### src/lhe_pkg.sv
// ----------------------------------------------------------------------------
// lhe_pkg
// Types and constants of the local histogram equalizer.
// ----------------------------------------------------------------------------
`default_nettype none
package lhe_pkg;
	localparam int unsigned PIX_W = 8;
	localparam int unsigned LW_W  = 11;
	localparam int unsigned WIN_W = 6;
	localparam int unsigned CFG_IDX_W = 2;
	localparam int unsigned CFG_DAT_W = 11;
	localparam logic [CFG_IDX_W-1:0] REG_LINE_WIDTH = 2'd0;
	localparam logic [CFG_IDX_W-1:0] REG_WIN_WIDTH  = 2'd1;
	localparam logic [CFG_IDX_W-1:0] REG_WIN_HEIGHT = 2'd2;

	typedef struct packed {
		logic [PIX_W-1:0] pixel_value;
		logic             frame_start;
	} in_item_t;

	typedef struct packed {
		logic [PIX_W-1:0] equalized_value;
		logic             line_end;
		logic             window_error;
	} out_item_t;

	typedef struct packed {
		logic [CFG_IDX_W-1:0] index;
		logic [CFG_DAT_W-1:0] data;
	} cfg_item_t;

	// controller -> datapath
	typedef struct packed {
		logic setup;   // latch pixel, write store, decide result
		logic rd_req;  // issue store read for current row/column
		logic rd_cmp;  // compare returned store byte
		logic tgt;     // returned byte is the centre
		logic div_go;  // start divide
		logic div_step;
		logic advance; // set in the setup state; the datapath does not use it
	} dp_cmd_t;

	// datapath -> controller
	typedef struct packed {
		logic emit;      // a result follows
		logic err;       // window wider than line
		logic scan_last; // last read issued
		logic div_done;
	} dp_stat_t;
endpackage
`default_nettype wire

### src/lhe_ctrl.sv
// ----------------------------------------------------------------------------
// lhe_ctrl
// Sequencer: accept, window scan, divide, output.
// ----------------------------------------------------------------------------
`default_nettype none
module lhe_ctrl (
	input  wire logic            clk,
	input  wire logic            arst_n,
	input  wire logic            in_valid,
	output logic                 in_ready,
	input  wire logic            out_busy,
	output logic                 out_load,
	input  wire lhe_pkg::dp_stat_t stat,
	output lhe_pkg::dp_cmd_t     cmd
);
	typedef enum logic [2:0] {S_IDLE, S_SETUP, S_TGT, S_TGTW, S_SCAN, S_DRAIN, S_DIV, S_OUT}
		state_t;
	state_t state_q;
	logic [1:0] drain_q;

	always_comb begin
		cmd = '0;
		in_ready = (state_q == S_IDLE);
		out_load = 1'b0;
		cmd.setup = (state_q == S_IDLE) && in_valid;
		case (state_q)
			S_TGT: cmd.rd_req = 1'b1;
			S_TGTW: ;
			S_SCAN: begin
				cmd.rd_req = 1'b1;
				cmd.rd_cmp = 1'b0;
			end
			S_OUT: out_load = !out_busy;
			default: ;
		endcase
		cmd.tgt    = (state_q == S_TGTW);
		cmd.rd_cmp = (state_q == S_SCAN && drain_q != 2'd0) || (state_q == S_DRAIN);
		cmd.div_go = (state_q == S_DRAIN) && (drain_q == 2'd1);
		cmd.div_step = (state_q == S_DIV);
		cmd.advance = (state_q == S_SETUP);
	end

	always_ff @(posedge clk or negedge arst_n) begin
		if (!arst_n) begin
			state_q <= S_IDLE;
			drain_q <= '0;
		end else begin
			case (state_q)
				S_IDLE: if (in_valid) state_q <= S_SETUP;
				S_SETUP: begin
					if (stat.err) state_q <= S_OUT;
					else if (stat.emit) state_q <= S_TGT;
					else state_q <= S_IDLE;
				end
				S_TGT: state_q <= S_TGTW;
				S_TGTW: begin
					state_q <= S_SCAN;
					drain_q <= 2'd0;
				end
				S_SCAN: begin
					drain_q <= 2'd1;
					if (stat.scan_last) state_q <= S_DRAIN;
				end
				S_DRAIN: begin
					state_q <= S_DIV;
				end
				S_DIV: if (stat.div_done) state_q <= S_OUT;
				S_OUT: if (!out_busy) state_q <= S_IDLE;
				default: state_q <= S_IDLE;
			endcase
		end
	end
endmodule
`default_nettype wire

### config.mk
export PLATFORM = sky130hd
export DESIGN_NAME = lhe_ctrl
export DESIGN_NICKNAME = d
export VERILOG_FILES = /design/src/lhe_pkg.sv /design/src/lhe_ctrl.sv
export SDC_FILE = /design/constraint.sdc
export NUM_CORES = 1
export LEC_CHECK = 0
export BUFFER_PORTS_ARGS = -buffer_cell sky130_fd_sc_hd__buf_2
export CAP_MARGIN = 20
export CORE_AREA = 2 2 39 41
export DETAILED_ROUTE_END_ITERATION = 7
export DIE_AREA = 0 0 41 43
export PLACE_DENSITY_LB_ADDON = 0.15
export SLEW_MARGIN = 20
export SYNTH_ARGS = -nofsm -noshare
export SYNTH_HDL_FRONTEND = slang
export SYNTH_SLANG_ARGS = --single-unit
### constraint.sdc
create_clock -name clk -period 2.3 [get_ports clk]
set_input_delay 0.115 -clock clk [delete_from_list [all_inputs] [get_ports clk]]
set_output_delay 0.115 -clock clk [all_outputs]
set_load 0.02 [all_outputs]
==> results.py, run 1 <==
metrics = {
    "worst_setup_path": {
        "slowest_stage": "dfrtp_1",
        "cpPeakStageDelay_ns": 0.57,
        "crit_required_ns": 2.18,
        "critPathMaxFanout": 12,
        "r2r-end": "state_q[0]$_DFFE_PN0P_",
        "r2r_start": "state_q[2]$_DFFE_PN0P_",
        "r2r_setup_slack_ns": 1.02,
        "reg2regPathDepth": 3,
        "path_buf_inv": 1,
        "cp_cell_sequence": "nor2b_1, and3_1, buf_2",
        "crit_path_start_kind": "register",
        "end_kind": "output pin",
        "arrival_ns": 1.34,
        "critical-path-top-delay-family": "flip-flops",
        "critical_path_class": "reg2out",
    },
    "clock_tree": {
        "root_buffer": "clkbuf_4",
        "cts_buffer_depth": 2,
        "cts_made_buffers": 3,
        "path_clk_slew_ns": 0.03,
        "cts_tree": "done",
        "ctsResizeCount": 0,
        "cts_max_level": 1,
        "cts.sinks": 4,
        "clk_latency_ns": 0.23,
    },
    "layout": {
        "drive_gt1_share_pct": 43.40,
        "final_nets": 63,
        "num-fill-cells": 172,
        "fin_cells": 69,
        "areaGrowthSynthToFinish_pct": 33.47,
        "register_area_sq_um": 100.1,
        "multi_input_area_sq_um": 182.7,
        "diodes": 0,
    },
    "floorplanning": {
        "start_util_pct": 22.69,
        "die_h_um": 43,
        "num_io_pins": 17,
        "core_area_sq_um": 1384,
        "die-width_um": 41,
        "num_rows": 14,
        "die-area_sq_um": 1763,
    },
    "logic_synthesis": {
        "synth_seq_area_share_pct": 31.87,
        "syn_inst": 36,
        "async_flop_share_pct": 100.0,
        "synthFlopType": "dfrtp_1",
        "syn_area_per_cell_sq_um": 8.724,
        "synth_top_area_share_pct": 31.87,
        "yosys.cell_types.count": 23,
        "synth_edf_count": 0,
        "synth_area_leaders": "dfrtp_1 32%, nor3b_2 8.0%, buf_6 7.2%, nor2_1 4.8%, and3_1 4.0%",
        "syn_nets": 44,
        "yosys.area.top_type": "dfrtp_1",
        "synth_area_sq_um": 314.1,
        "yosysWarnings": 0,
        "synth_common_cells": "4 x dfrtp_1, 4 x nor2_1",
        "synth_seq_cells": 4,
    },
    "timing": {
        "min_period_ns": 1.456,
        "hold_viol_final": 0,
        "rsz0062_at_grt": "false",
        "setup_tns_ns": 0,
        "slew_headroom_pct": 71.24,
        "final-setup-viol-count": 0,
        "finalClockSkew_ns": 0.0005037,
        "fmax_ghz": 0.6867,
        "fin_crit_sh_pct": 63.31,
        "worst_pin_slew_ns": 0.4313,
        "slew_viol_final": 0,
    },
    "place": {
        "dp.cells": 65,
        "port_buffers": 16,
        "gp_congestion": 0.7341,
        "dpl.hpwl_um": 481.7,
    },
    "global_route": {
        "grt_pass1_wl_um": 1035,
        "antenna_found_initial": 0,
        "grt_overflow": 0,
        "grt_pass1_vias": 287,
        "grt_usage_pct": 9.192,
        "grt_max_degree": 14,
    },
    "routing": {
        "finalWirelength_um": 625,
        "drc": 0,
        "dr.pass1.iters": 2,
        "vias": 306,
        "ant_nets": 0,
        "vias_per_cell": 4.435,
        "drtIter0Drc": 3,
        "wire_per_inst_um": 9.058,
    },
    "power": {
        "p_per_area_nw_per_um2": 1321,
        "power.leakage_nw": 0.2130,
        "ir_drop_mv": 0.3012,
    },
    "hold_path": {
        "worstHoldPathCells": 3,
        "worstHoldStart": "stat[0]",
        "whs_endpoint": "state_q[0]$_DFFE_PN0P_",
        "hold_class": "in2reg",
    },
    "run_status": {
        "status": "completed",
    },
    "job": {
        "maxCapViolCount": 0,
    },
}
==> through the flow <==
step | hold slack [ns] | cell area (sq um) | setup slack, ns | total power (W) | util (%)
6_report | 0.1933 | 419.2 | 0.8438 | 0.0005538 | 30.29
5_1_grt | 0.2265 | 419.2 | 0.7447 | 0.0006096 | 30.29
4_1_cts | 0.1922 | 419.2 | 0.8237 | 0.0005677 | 30.29
3_5_place_dp | -0.07831 | 386.6 | 1.023 | 0.0004758 | 27.94
3_3_place_gp | -0.07634 | 386.6 | 1.040 | 0.0004775 | 27.94
2_1_floorplan | -0.1806 | 314.1 | 0.9999 | 0.0004225 | -
==> worst max path at each step <==
stage | startpoint | endpoint | cells past startpoint
2_1_floorplan | state_q[1]$_DFFE_PN0P_ | cmd[6] | 3
3_3_place_gp | state_q[2]$_DFFE_PN0P_ | state_q[0]$_DFFE_PN0P_ | 3
3_5_place_dp | state_q[2]$_DFFE_PN0P_ | state_q[0]$_DFFE_PN0P_ | 3
4_1_cts | state_q[2]$_DFFE_PN0P_ | cmd[2] | 3
5_1_grt | state_q[1]$_DFFE_PN0P_ | out_load | 3
6_report | state_q[2]$_DFFE_PN0P_ | cmd[2] | 3
==> cell families (layout without fill, tap and decap cells) <==
| family | after synthesis | count (layout) | share of synthesized area [%] |
|---|---|---|---|
| compound gates | 8 | 8 | 15.14 |
| flops | 4 | 4 | 31.87 |
| buf+inv | 4 | 21 | 9.957 |
| mux | 2 | 2 | 6.773 |
| simple gates | 18 | 18 | 36.26 |
==> flip-flops by register name, indices dropped and copies added, names as in the netlist <==
register,cells
state_q,3
drain_q,1
==> timing repair <==
action,CTS,global route
setup buffers,0,0
hold endpoints to repair,4,0
hold buffers,1,0
==> power breakdown <==
group          leakage [nW]  internal [W]   total, W  switching, W
combinational         0.157      0.000124   0.000273      0.000149
sequential           0.0426      0.000103   0.000196     0.0000929
clock                0.0138     0.0000582  0.0000843     0.0000261
total                 0.213      0.000286   0.000554      0.000268
==> metal layers <==
metal  global-route usage (%)  part of all wire [%]  vias to the layer above
met5                        0                     0                        -
met4                    10.00                   2.4                        0
met3                    3.141                   4.8                        2
met2                    12.19                    47                       10
met1                    10.16                    46                      134
li1                         -                     -                      160
==> cell type report <==
cell class	count	area share, %
multi-input combinational	28	43.58
sequential	4	23.88
timing repair buffer	17	21.49
clock buffer	3	5.373
tap	16	4.776
inverter	1	0.8955
==> cell usage in the layout (no fill, tap or decap), types with 2 or more instances in the layout <==
cell type,synthesis,layout
o21ai_1,2,2
buf_2,1,16
nand2_1,2,2
dfrtp_1,4,4
and3_1,2,2
nor2_1,4,4
a21oi_1,2,2
clkbuf_4,0,3
nor3b_2,2,2
nand2b_1,2,2
==> worst min-delay path, stage by stage <==
cell,delay [ns]
buf_2,0.08
o22ai_1,0.07
mux2i_1,0.11
Power figures use the tool's default switching activity.
==> inputs of run 2 (changes only) <==
Clock period 2.3 ns to 1.4 ns, I/O delays scaled along.
==> run 2 against run 1 <==
Sequential power is 59% higher. Routed wire length up 2.2%. Largest power group unchanged. Non-clock buffer count increased by 1. Final area rose by 3.3%. Clock power grew 65%. Power is 70% higher. Utilization rose by 0.99 points. First-iteration DRC count is 67% higher.
==> results.py, run 2 (synthesized netlist as in run 1, its figures left out) <==
metrics = {
    "floorplanning": {
        "start_util_pct": 22.69,
        "num_rows": 14,
        "die-area_sq_um": 1763,
        "num_io_pins": 17,
        "die-width_um": 41,
        "die_h_um": 43,
        "core_area_sq_um": 1384,
    },
    "layout": {
        "top_regs": "state_q: 3 flops, drain_q: 1 flops",
        "largest_reg_flops": 3,
        "drive_gt1_share_pct": 50.00,
        "final_nets": 64,
        "fin_cells": 70,
        "num-fill-cells": 163,
        "diodes": 0,
        "postLayoutCellArea_sq_um": 432.9,
        "layout_common_cells": "15 x buf_2, 4 x nor2_1, 3 x clkbuf_4, 3 x dfrtp_2",
        "largest-register": "state_q",
        "utilization_pct": 31.28,
        "areaGrowthSynthToFinish_pct": 37.85,
        "layout_commonest_cell": "buf_2",
    },
    "hold_path": {
        "worstHoldPathCells": 3,
        "hold_class": "in2reg",
    },
    "timing": {
        "final-setup-viol-count": 0,
        "slew_headroom_pct": 84.40,
        "rsz0062_at_grt": "true",
        "hold_slack_ns": 0.1515,
        "finalClockSkew_ns": 0.002200,
        "slew_viol_final": 0,
        "hold_viol_final": 0,
        "fin_crit_sh_pct": 94.03,
        "fmax_ghz": 0.7597,
        "worst_pin_slew_ns": 0.2341,
        "min_period_ns": 1.316,
    },
    "worst_setup_path": {
        "worstSetupStartpoint": "state_q[2]$_DFFE_PN0P_",
        "end_kind": "output pin",
        "critPathMaxFanout": 7,
        "critical_path_class": "reg2out",
        "crit_top_cell": "buf_4",
        "arrival_ns": 1.25,
        "crit_required_ns": 1.33,
        "reg2regPathDepth": 4,
        "cpPeakStageDelay_ns": 0.41,
        "r2r_setup_slack_ns": 0.27,
        "critPathCapture": "out_load",
        "cp_cell_sequence": "buf_4, nand2_2, nor3b_2, buf_4",
        "r2r_start": "state_q[2]$_DFFE_PN0P_",
        "slowest_stage": "dfrtp_2",
        "crit_path_start_kind": "register",
        "r2r-end": "state_q[1]$_DFFE_PN0P_",
    },
    "clock_tree": {
        "clk_latency_ns": 0.23,
        "cts_buffer_depth": 2,
        "root_buffer": "clkbuf_4",
        "cts_tree": "done",
        "cts.sinks": 4,
        "cts_max_level": 1,
        "path_clk_slew_ns": 0.03,
        "cts_made_buffers": 3,
    },
    "global_route": {
        "grt_usage_pct": 8.871,
        "grt_pass1_vias": 265,
        "grt_overflow": 0,
        "antenna_found_initial": 0,
        "grt_pass1_wl_um": 1007,
        "grt_max_degree": 14,
    },
    "routing": {
        "wire_per_inst_um": 9.129,
        "ant_nets": 0,
        "dr.pass1.iters": 2,
        "drtIter0Drc": 5,
        "drc": 0,
        "finalWirelength_um": 639,
        "vias_per_cell": 4.343,
        "vias": 304,
    },
    "job": {
        "maxCapViolCount": 0,
    },
    "power": {
        "power.leakage_nw": 0.2151,
        "finalPower_w": 0.0009418,
        "p_per_area_nw_per_um2": 2176,
        "ir_drop_mv": 0.5643,
    },
    "run_status": {
        "status": "completed",
    },
    "place": {
        "port_buffers": 16,
        "place_area_sq_um": 394.1,
        "gp_congestion": 0.6006,
        "dp.cells": 66,
    },
}
run 2: changes by cell type in the layout (fill, tap and decap cells not counted), sizes merged:
cell,change
buf,+1
run 2: what timing repair did:
| item | in CTS | in global routing |
|---|---|---|
| setup buffers | 0 | 0 |
| resized for setup | 2 | 2 |
| hold buffers | 1 | 0 |
| setup endpoints to repair | 1 | 2 |
| endpoints found under the hold margin | 4 | 0 |
run 2: stage by stage:
step           worst slack (ns)  TNS (ns)
2_1_floorplan            0.1449         0
3_3_place_gp             0.2130         0
3_5_place_dp             0.2283         0
4_1_cts                 0.04073         0
5_1_grt                -0.01893  -0.01893
6_report                0.08361         0
run 2: worst min path at each step:
stage | from | end | slack, ns
final | stat[0] | state_q[0]$_DFFE_PN0P_ | 0.15
after global routing | arst_n | drain_q[0]$_DFFE_PN0P_ | 0.18
after CTS | out_busy | state_q[2]$_DFFE_PN0P_ | 0.15
after detailed placement | arst_n | drain_q[0]$_DFFE_PN0P_ | -0.12
after global placement | arst_n | drain_q[0]$_DFFE_PN0P_ | -0.12
after floorplan | arst_n | drain_q[0]$_DFFE_PN0P_ | -0.23
run 2: critical path: cells and delay by family (launching register included):
family,cells,cell delay [ns]
AND/OR/NAND/NOR,2,0.27
flip-flops,1,0.41
buffers and inverters,2,0.34
run 2: area by class of cell:
| type | count | area (sq um) | area share (%) |
|---|---|---|---|
| tap | 16 | 20.02 | 4.624 |
| clock buffer | 3 | 22.52 | 5.202 |
| inverter | 1 | 3.754 | 0.8671 |
| timing repair buffer | 18 | 100.1 | 23.12 |
| sequential | 4 | 103.9 | 23.99 |
| multi-input combinational | 28 | 182.7 | 42.20 |
run 2: power by group:
group / switching, W / leakage, nW / total [W] / internal, W
Clock: 0.0000435 / 0.0138 / 0.000139 / 0.0000956
Combinational: 0.000268 / 0.161 / 0.000491 / 0.000223
Sequential: 0.000133 / 0.0401 / 0.000312 / 0.000179
run 2: layer usage:
metal / GRT usage [%] / vias up / routed length (um)
met5: 0 / - / 0
met4: 8.000 / 0 / 0
met3: 3.141 / 0 / 31
met2: 11.56 / 8 / 317
met1: 10.75 / 132 / 289
li1: - / 164 / -
